==> config.mk <==
export PLATFORM = sky130hd
export DESIGN_NAME = hsv_light_color_controller_unit
export DESIGN_NICKNAME = d
export VERILOG_FILES = /design/src/rtl/hsvlc_pkg.sv /design/src/rtl/hsvlc_sequencer.sv /design/src/rtl/hsvlc_datapath.sv /design/src/rtl/hsv_light_color_controller_unit.sv
export SDC_FILE = /design/constraint.sdc
export NUM_CORES = 1
export LEC_CHECK = 0
export ABC_AREA = 1
export BUFFER_PORTS_ARGS = -buffer_cell sky130_fd_sc_hd__buf_2
export CORE_MARGIN = 1.5
export CORE_UTILIZATION = 40
export DETAILED_ROUTE_END_ITERATION = 6
export GPL_TIMING_DRIVEN = 1
export PLACE_DENSITY = 0.58
export SKIP_CTS_REPAIR_TIMING = 1
export SYNTH_ARGS = -nofsm -noshare
export SYNTH_HDL_FRONTEND = slang
export SYNTH_SLANG_ARGS = --single-unit
==> constraint.sdc <==
create_clock -name clock -period 9.1 [get_ports clock]
set_clock_uncertainty 0.2 [all_clocks]
set_input_delay 1.82 -clock clock [delete_from_list [all_inputs] [get_ports clock]]
set_output_delay 1.82 -clock clock [all_outputs]
set_load 0.005 [all_outputs]
==> src/rtl/hsvlc_pkg.sv <==
// hsvlc_pkg: shared types, constants and microcode for the hsv light color controller
package hsvlc_pkg;

   localparam int unsigned LEVEL_MAX  = 100;
   localparam int unsigned HUE_TURN   = 360;
   localparam int unsigned HUE_SECTOR = 60;

   // reciprocal constants: x / 100 = (x * 5243) >> 19, x / 60 = (x * 17477) >> 20
   localparam logic [14:0] RECIP_100 = 15'd5243;
   localparam logic [14:0] RECIP_60  = 15'd17477;
   localparam logic [14:0] SCALE_255 = 15'd255;

   localparam int unsigned STEP_W    = 3;
   localparam logic [STEP_W-1:0] STEP_LAST = 3'd6;

   typedef enum logic [1:0] {
      CMD_POWER  = 2'd0,
      CMD_BRIGHT = 2'd1,
      CMD_HUE    = 2'd2,
      CMD_SAT    = 2'd3
   } cmd_type;

   // multiplier operand a
   typedef enum logic [1:0] {
      OPA_BRIGHT  = 2'd0,
      OPA_PROD    = 2'd1,
      OPA_PROD_HI = 2'd2,
      OPA_SPAN    = 2'd3
   } opa_type;

   // multiplier operand b
   typedef enum logic [2:0] {
      OPB_255     = 3'd0,
      OPB_DIV100  = 3'd1,
      OPB_SAT_INV = 3'd2,
      OPB_FRAC    = 3'd3,
      OPB_DIV60   = 3'd4
   } opb_type;

   typedef struct packed {
      opa_type           opa;
      opb_type           opb;
      logic              load_prod;
      logic              load_top;
      logic              load_bot;
      logic              jump_if_off;
      logic [STEP_W-1:0] jump_target;
      logic              finish;
   } ctrl_word_type;

   function automatic ctrl_word_type ucode_rom(input logic [STEP_W-1:0] step);
      ctrl_word_type w;
      w = '{opa: OPA_PROD, opb: OPB_255, load_prod: 1'b0, load_top: 1'b0, load_bot: 1'b0,
            jump_if_off: 1'b0, jump_target: '0, finish: 1'b0};
      case (step)
         3'd0: begin
            // v * 255, skip straight to the output step when the lamp is off
            w.opa = OPA_BRIGHT;  w.opb = OPB_255;     w.load_prod = 1'b1;
            w.jump_if_off = 1'b1; w.jump_target = STEP_LAST;
         end
         3'd1: begin
            w.opa = OPA_PROD;    w.opb = OPB_DIV100;  w.load_prod = 1'b1;
         end
         3'd2: begin
            // latch rgb_max, start rgb_max * (100 - s)
            w.opa = OPA_PROD_HI; w.opb = OPB_SAT_INV; w.load_prod = 1'b1; w.load_top = 1'b1;
         end
         3'd3: begin
            w.opa = OPA_PROD;    w.opb = OPB_DIV100;  w.load_prod = 1'b1;
         end
         3'd4: begin
            // latch rgb_min, start (max - min) * frac
            w.opa = OPA_SPAN;    w.opb = OPB_FRAC;    w.load_prod = 1'b1; w.load_bot = 1'b1;
         end
         3'd5: begin
            w.opa = OPA_PROD;    w.opb = OPB_DIV60;   w.load_prod = 1'b1;
         end
         3'd6: begin
            w.finish = 1'b1;
         end
         default: begin
            w.finish = 1'b1;
         end
      endcase
      return w;
   endfunction

endpackage

==> src/rtl/hsvlc_sequencer.sv <==
// hsvlc_sequencer: step counter and microcode rom driving the datapath
module hsvlc_sequencer (
   input  logic                     clock,
   input  logic                     reset,
   input  logic                     start,
   input  logic                     stall,
   input  logic                     power_on,
   output logic                     busy,
   output hsvlc_pkg::ctrl_word_type ctrl
);
   import hsvlc_pkg::*;

   logic              busy_ff, busy_in;
   logic [STEP_W-1:0] step_ff, step_in;
   ctrl_word_type     word;

   always_ff @(posedge clock) begin
      if (reset) begin
         busy_ff <= 1'b0;
         step_ff <= '0;
      end else begin
         busy_ff <= busy_in;
         step_ff <= step_in;
      end
   end

   always_comb begin
      word    = ucode_rom(step_ff);
      busy_in = busy_ff;
      step_in = step_ff;
      if (!busy_ff) begin
         if (start) begin
            busy_in = 1'b1;
            step_in = '0;
         end
      end else if (word.finish) begin
         if (!stall) begin
            busy_in = 1'b0;
            step_in = '0;
         end
      end else if (word.jump_if_off && !power_on) begin
         step_in = word.jump_target;
      end else begin
         step_in = step_ff + 1'b1;
      end

      ctrl           = word;
      ctrl.load_prod = word.load_prod && busy_ff;
      ctrl.load_top  = word.load_top && busy_ff;
      ctrl.load_bot  = word.load_bot && busy_ff;
      ctrl.finish    = word.finish && busy_ff && !stall;
   end

   assign busy = busy_ff;

   a_step_range: assert property (@(posedge clock) disable iff (reset)
      busy_ff |-> step_ff <= STEP_LAST)
      else $error("step counter past the last microcode step");

   a_stall_hold: assert property (@(posedge clock) disable iff (reset)
      busy_ff && word.finish && stall |=> busy_ff && step_ff == $past(step_ff))
      else $error("output step left while the result slot was full");

   a_off_skip: assert property (@(posedge clock) disable iff (reset)
      busy_ff && step_ff == 3'd0 && !power_on |=> step_ff == STEP_LAST)
      else $error("lamp off did not skip to the output step");

endmodule

==> src/rtl/hsvlc_datapath.sv <==
// hsvlc_datapath: lamp settings, shared multiplier and rgb sector mapping
module hsvlc_datapath (
   input  logic                     clock,
   input  logic                     reset,
   input  logic                     load_cmd,
   input  hsvlc_pkg::cmd_type       cmd,
   input  logic [8:0]               set_value,
   input  hsvlc_pkg::ctrl_word_type ctrl,
   output logic                     power_on,
   output logic [7:0]               red,
   output logic [7:0]               green,
   output logic [7:0]               blue,
   output logic                     lamp_on
);
   import hsvlc_pkg::*;

   logic       power_ff, power_in;
   logic [8:0] hue_ff, hue_in;
   logic [6:0] sat_ff, sat_in;
   logic [6:0] bright_ff, bright_in;
   logic [6:0] level_clamped;

   logic [27:0] prod_ff, prod_in;
   logic [7:0]  top_ff, bot_ff;
   logic [7:0]  red_ff, green_ff, blue_ff, red_in, green_in, blue_in;
   logic        lamp_ff, lamp_in;

   logic [8:0]  hue_mod;
   logic [2:0]  sector;
   logic [5:0]  frac;
   logic [14:0] opa, opb;
   logic [29:0] mult;
   logic [7:0]  prod_hi, span, adj, up, down;

   always_ff @(posedge clock) begin
      if (reset) begin
         power_ff  <= 1'b0;
         hue_ff    <= '0;
         sat_ff    <= '0;
         bright_ff <= '0;
      end else begin
         power_ff  <= power_in;
         hue_ff    <= hue_in;
         sat_ff    <= sat_in;
         bright_ff <= bright_in;
      end
   end

   always_comb begin
      level_clamped = (set_value > 9'(LEVEL_MAX)) ? 7'(LEVEL_MAX) : set_value[6:0];
      power_in  = power_ff;
      hue_in    = hue_ff;
      sat_in    = sat_ff;
      bright_in = bright_ff;
      if (load_cmd) begin
         case (cmd)
            CMD_POWER: begin
               power_in = set_value[0];
            end
            CMD_BRIGHT: begin
               bright_in = level_clamped;
               power_in  = 1'b1;
            end
            CMD_HUE: begin
               hue_in   = set_value;
               power_in = 1'b1;
            end
            CMD_SAT: begin
               sat_in   = level_clamped;
               power_in = 1'b1;
            end
            default: begin
               power_in = power_ff;
            end
         endcase
      end
   end

   // hue below 512, one subtraction reduces it modulo 360
   always_comb begin
      hue_mod = (hue_ff >= 9'(HUE_TURN)) ? hue_ff - 9'(HUE_TURN) : hue_ff;
      if (hue_mod >= 9'd300) begin
         sector = 3'd5; frac = 6'(hue_mod - 9'd300);
      end else if (hue_mod >= 9'd240) begin
         sector = 3'd4; frac = 6'(hue_mod - 9'd240);
      end else if (hue_mod >= 9'd180) begin
         sector = 3'd3; frac = 6'(hue_mod - 9'd180);
      end else if (hue_mod >= 9'd120) begin
         sector = 3'd2; frac = 6'(hue_mod - 9'd120);
      end else if (hue_mod >= 9'(HUE_SECTOR)) begin
         sector = 3'd1; frac = 6'(hue_mod - 9'(HUE_SECTOR));
      end else begin
         sector = 3'd0; frac = hue_mod[5:0];
      end
   end

   assign prod_hi = prod_ff[26:19];
   assign span    = top_ff - prod_hi;

   always_comb begin
      case (ctrl.opa)
         OPA_BRIGHT:  opa = {8'd0, bright_ff};
         OPA_PROD:    opa = prod_ff[14:0];
         OPA_PROD_HI: opa = {7'd0, prod_hi};
         OPA_SPAN:    opa = {7'd0, span};
         default:     opa = '0;
      endcase
      case (ctrl.opb)
         OPB_255:     opb = SCALE_255;
         OPB_DIV100:  opb = RECIP_100;
         OPB_SAT_INV: opb = 15'(7'(LEVEL_MAX) - sat_ff);
         OPB_FRAC:    opb = {9'd0, frac};
         OPB_DIV60:   opb = RECIP_60;
         default:     opb = '0;
      endcase
      mult    = opa * opb;
      prod_in = ctrl.load_prod ? mult[27:0] : prod_ff;
   end

   always_ff @(posedge clock) begin
      prod_ff <= prod_in;
      if (ctrl.load_top) begin
         top_ff <= prod_hi;
      end
      if (ctrl.load_bot) begin
         bot_ff <= prod_hi;
      end
   end

   assign adj  = prod_ff[27:20];
   assign up   = bot_ff + adj;
   assign down = top_ff - adj;

   always_comb begin
      red_in   = '0;
      green_in = '0;
      blue_in  = '0;
      lamp_in  = power_ff;
      if (power_ff) begin
         case (sector)
            3'd0: begin red_in = top_ff; green_in = up;     blue_in = bot_ff; end
            3'd1: begin red_in = down;   green_in = top_ff; blue_in = bot_ff; end
            3'd2: begin red_in = bot_ff; green_in = top_ff; blue_in = up;     end
            3'd3: begin red_in = bot_ff; green_in = down;   blue_in = top_ff; end
            3'd4: begin red_in = up;     green_in = bot_ff; blue_in = top_ff; end
            default: begin red_in = top_ff; green_in = bot_ff; blue_in = down; end
         endcase
      end
   end

   always_ff @(posedge clock) begin
      if (ctrl.finish) begin
         red_ff   <= red_in;
         green_ff <= green_in;
         blue_ff  <= blue_in;
         lamp_ff  <= lamp_in;
      end
   end

   assign power_on = power_ff;
   assign red      = red_ff;
   assign green    = green_ff;
   assign blue     = blue_ff;
   assign lamp_on  = lamp_ff;

   a_levels_clamped: assert property (@(posedge clock) disable iff (reset)
      sat_ff <= 7'(LEVEL_MAX) && bright_ff <= 7'(LEVEL_MAX))
      else $error("stored level above full scale");

   a_level_sets_power: assert property (@(posedge clock) disable iff (reset)
      load_cmd && cmd != CMD_POWER |=> power_ff)
      else $error("level command did not turn the lamp on");

   a_min_below_max: assert property (@(posedge clock) disable iff (reset)
      ctrl.finish && power_ff |-> bot_ff <= top_ff)
      else $error("rgb_min above rgb_max");

endmodule

==> src/rtl/hsv_light_color_controller_unit.sv <==
// hsv_light_color_controller_unit: top level of the hsv lamp color controller
//
// Each request sets one lamp setting and yields exactly one rgb response.
// Request channel: req_tuser carries the command (power, brightness, hue,
// saturation) and req_tdata[8:0] the new value; a request is taken when
// req_tvalid and req_tready are both high.
// Response channel: rsp_tdata carries red, green, blue and the lamp power
// flag; it is held in an output register until rsp_tready is seen.
// The conversion runs as a seven-step microprogram over one shared 15x15
// multiplier; divisions by 100 and 60 are reciprocal multiplies.
// With the lamp on a request runs every step of the microprogram before
// the response is written and the next request can be accepted; with the
// lamp off the program skips from its first step straight to its last.
// req_tready is low while the microprogram runs. If the previous response
// is still waiting, the last step holds until the output register frees.
// Reset turns the lamp off and clears hue, saturation and brightness to zero;
// no response is pending afterwards.
module hsv_light_color_controller_unit (
   input  logic        clock,
   input  logic        reset,
   input  logic        req_tvalid,
   output logic        req_tready,
   input  logic [15:0] req_tdata,  // [8:0] set_value, [15:9] zero
   input  logic [1:0]  req_tuser,  // [1:0] cmd
   output logic        rsp_tvalid,
   input  logic        rsp_tready,
   output logic [31:0] rsp_tdata   // [7:0] red, [15:8] green, [23:16] blue, [24] lamp_on
);
   import hsvlc_pkg::*;

   logic          accept;
   logic          busy;
   logic          stall;
   logic          power_on;
   logic          rsp_tvalid_ff, rsp_tvalid_in;
   ctrl_word_type ctrl;
   logic [7:0]    red, green, blue;
   logic          lamp_on;

   assign req_tready = !busy;
   assign accept     = req_tvalid && !busy;
   assign stall      = rsp_tvalid_ff && !rsp_tready;

   hsvlc_sequencer u_sequencer (
      .clock    (clock),
      .reset    (reset),
      .start    (accept),
      .stall    (stall),
      .power_on (power_on),
      .busy     (busy),
      .ctrl     (ctrl)
   );

   hsvlc_datapath u_datapath (
      .clock     (clock),
      .reset     (reset),
      .load_cmd  (accept),
      .cmd       (cmd_type'(req_tuser)),
      .set_value (req_tdata[8:0]),
      .ctrl      (ctrl),
      .power_on  (power_on),
      .red       (red),
      .green     (green),
      .blue      (blue),
      .lamp_on   (lamp_on)
   );

   always_ff @(posedge clock) begin
      if (reset) begin
         rsp_tvalid_ff <= 1'b0;
      end else begin
         rsp_tvalid_ff <= rsp_tvalid_in;
      end
   end

   always_comb begin
      rsp_tvalid_in = rsp_tvalid_ff;
      if (ctrl.finish) begin
         rsp_tvalid_in = 1'b1;
      end else if (rsp_tready) begin
         rsp_tvalid_in = 1'b0;
      end
   end

   assign rsp_tvalid = rsp_tvalid_ff;
   assign rsp_tdata  = {7'd0, lamp_on, blue, green, red};

   a_off_is_black: assert property (@(posedge clock) disable iff (reset)
      rsp_tvalid_ff && !lamp_on |-> {red, green, blue} == 24'd0)
      else $error("lamp off but color not black");

   a_busy_after_accept: assert property (@(posedge clock) disable iff (reset)
      accept |=> busy && !ctrl.finish)
      else $error("request accepted without starting the microprogram");

   a_finish_needs_busy: assert property (@(posedge clock) disable iff (reset)
      ctrl.finish |-> busy && !stall)
      else $error("response written outside a running program or over a held one");

endmodule

==> flow_metrics.env <==
export IMPL_regArea_um2=2530
export IMPL_ys_warn_count=0
export IMPL_synth_area_per_cell_um2=8.15
export IMPL_antenna_found_initial=0
export IMPL_reg2reg_depth=35
export IMPL_clock_path_buffers=2
export IMPL_drt_initial_drc_count=837
export IMPL_finalSetupViolCount=0
export IMPL_drive_gt1_share_pct=9.75
export IMPL_drt_pre_antenna_iters=6
export IMPL_rows=65
export IMPL_worstMarginPinSlew_ns=0.866
export IMPL_hpwl_um=29300
export IMPL_die_w_um=184
export IMPL_io_pins=56
export IMPL_cts_buffers=9
export IMPL_post_route_period_util_pct=93.9
export IMPL_cp_top_family="adder cells"
export IMPL_drtAntennaViolNets=0
export IMPL_grt_max_degree=29
export IMPL_path_depth=35
export IMPL_cp_end_kind="flip-flop"
export IMPL_required_ns=9.00
export IMPL_finalNetCount=2007
export IMPL_outcome="finished clean"
export IMPL_netlist_instances=1600
export IMPL_via_per_inst=4.96
export IMPL_vias=10600
export IMPL_crit_fanout=7
export IMPL_pre_cts_slack_ns=0.243
export IMPL_diodes=0
export IMPL_r2r_end="u_datapath.prod_ff[24]$_DFFE_PP_"
export IMPL_cts_htree_levels=3
export IMPL_portBuffers=41
export IMPL_crit_path_start_kind="flip-flop"
export IMPL_synth_edff_count=65
export IMPL_whs_path_depth=2
export IMPL_arrival_ns=8.44
export IMPL_track_usage_pct=22.3
export IMPL_grt_remaining_overflow=0
export IMPL_fmax_ghz=0.117
export IMPL_hold_start="u_datapath.hue_ff[1]$_SDFFE_PP0P_"
export IMPL_cap_violations=0
export IMPL_die_area_um2=33700
export IMPL_cts_tree="built"
export IMPL_synth_seq_area_share_pct=19.4
export IMPL_cts_clk_slew_worst_paths_ns=0.07
export IMPL_ff2ff_setup_slack_ns=0.56
export IMPL_cp_slowest_stage_delay_ns=0.57
export IMPL_cts_sinks=94
export IMPL_setup_tns_ns=0
export IMPL_start_util_pct=41.0
export IMPL_clock_latency_ns=0.36
export IMPL_synthTopCellsByArea="fa_1, edfxtp_1, ha_1"
export IMPL_grt_pass1_vias=10900
export IMPL_die_h_um=184
export IMPL_multi_input_area_um2=9140
export IMPL_setup_slack_ns=0.556
export IMPL_routedWlPerCell_um=16.6
export IMPL_ys_types=56
export IMPL_crit_top_cell="inv_1"
export IMPL_cp_buffers_inverters=7
export IMPL_yosysMostFrequentCell="inv_1"
export IMPL_min_period_ns=8.54
export IMPL_min_path_type="flip-flop to flip-flop"
export IMPL_syn_cell_area_um2=13000
export IMPL_area_growth_pct=10.6
export IMPL_hold_viol=0
export IMPL_num_fill_cells=3226
export IMPL_setup_worst_path_class="flip-flop to flip-flop"
export IMPL_design_core_area_um2=31800
export IMPL_yosys_top_cells_count="inv_1, nand2_1, nor2_1"
export IMPL_cts_root_buf="clkbuf_16"
export IMPL_grt_pass1_wl_um=57800
export IMPL_slowest_stage="fa_1"
export IMPL_wl_um=35600
export IMPL_rr_startpoint="u_datapath.prod_ff[21]$_DFFE_PP_"
export IMPL_final_max_slew_viol_count=0
export IMPL_hold_path_end="u_datapath.hue_ff[1]$_SDFFE_PP0P_"
export IMPL_synth_flop_cell="edfxtp_1"
export IMPL_synthArstFlopShare_pct=0
export IMPL_relSlewSlack_pct=41.9
export IMPL_rsz0062_at_grt="false"
export IMPL_drc=0
export IMPL_synth_seq_cells=94
export IMPL_yosys_area_top_type_share_pct=25.9
export IMPL_synth_top_area_cell="fa_1"
export IMPL_place_congestion=0.945
[cells by family (layout without fill, tap and decap cells)]
kind of cell    count (synthesis)  count (layout)  synth area share, %
compound gates                225             225                 9.92
other cells                     2              34               0.0576
fa+ha+maj                     288             288                 37.3
xor+xnor                       45              45                 3.02
buf+inv                       402             472                 12.0
flops                          94              94                 19.4
simple gates                  544             544                 18.2
[through the flow]
step	hold slack, ns	area [um2]	std cells	util, %
detailed placement	0.274	14100	2121	44.2
global route	0.327	14400	2137	45.4
CTS	0.284	14400	2137	45.2
floorplan	0.243	13200	1632	-
global placement	0.273	14100	2121	44.2
finish	0.285	14400	2137	45.4
[cell type report]
cell class,instances,share of cell area (%)
repair buffers,83,3.61
multi-input cells,1136,63.3
clock buffers,10,1.73
well taps,435,3.77
clock inverters,6,0.304
flip-flops and latches,94,17.6
inverters,373,9.72
[how the worst max path moves through the flow]
stage | start | to
after global routing | u_datapath.hue_ff[3]$_SDFFE_PP0P_ | u_datapath.prod_ff[24]$_DFFE_PP_
after detailed placement | u_datapath.hue_ff[3]$_SDFFE_PP0P_ | u_datapath.prod_ff[23]$_DFFE_PP_
after global placement | u_datapath.hue_ff[3]$_SDFFE_PP0P_ | u_datapath.prod_ff[23]$_DFFE_PP_
final | u_datapath.prod_ff[21]$_DFFE_PP_ | u_datapath.prod_ff[24]$_DFFE_PP_
after floorplan | u_datapath.hue_ff[3]$_SDFFE_PP0P_ | u_datapath.prod_ff[23]$_DFFE_PP_
after CTS | u_datapath.hue_ff[3]$_SDFFE_PP0P_ | u_datapath.prod_ff[23]$_DFFE_PP_
[layout by cell type, fill, tap and decap left out, types with 3 or more instances in the layout]
cell	instances
inv_1	360
nand2_1	245
nor2_1	176
fa_1	169
ha_1	118
a21oi_1	99
o21ai_0	67
edfxtp_1	65
nand3_1	54
buf_4	42
buf_2	41
xor2_1	38
conb_1	34
dfxtp_1	29
o21ai_1	11
nand2_2	10
nor2_2	10
clkbuf_16	10
inv_2	8
nand2_4	8
nor3_1	8
nand4_1	7
xnor2_1	7
a211oi_1	7
nand3_2	6
o211ai_1	6
a31oi_1	6
clkinv_1	5
o21ai_2	4
o21bai_1	4
nor4_1	4
nand3b_1	3
o311ai_0	3
o21ai_4	3
[tightest hold or removal path: stages, from the launching register on]
cell and delay, ns:
dfxtp_1 0.32, inv_1 0.07, a21oi_1 0.06
[per-layer routing]
metal	wire, um	part of all wire (%)	global-route usage (%)
met1	16100	45	29.7
met2	16900	47	38.0
met3	1690	4.7	2.63
met4	916	2.6	6.82
met5	0	0	0
[sequential cells by signal (all words and copies together), names as in the netlist]
name and cells:
rsp_tvalid 1, u_datapath.hue_ff 9, u_datapath.bot_ff 8, u_datapath.top_ff 8, u_datapath.red 8, u_datapath.green 8
u_datapath.sat_ff 7, u_datapath.prod_ff 24, u_datapath.bright_ff 7, u_datapath.blue 8, u_datapath.lamp_on 1, u_datapath.power_on 1
u_sequencer.busy 1, u_sequencer.step_ff 3
Power is left out: the tool's default activity adds up to more than one toggle a clock period on the data nets, which glitch-free logic cannot reach.
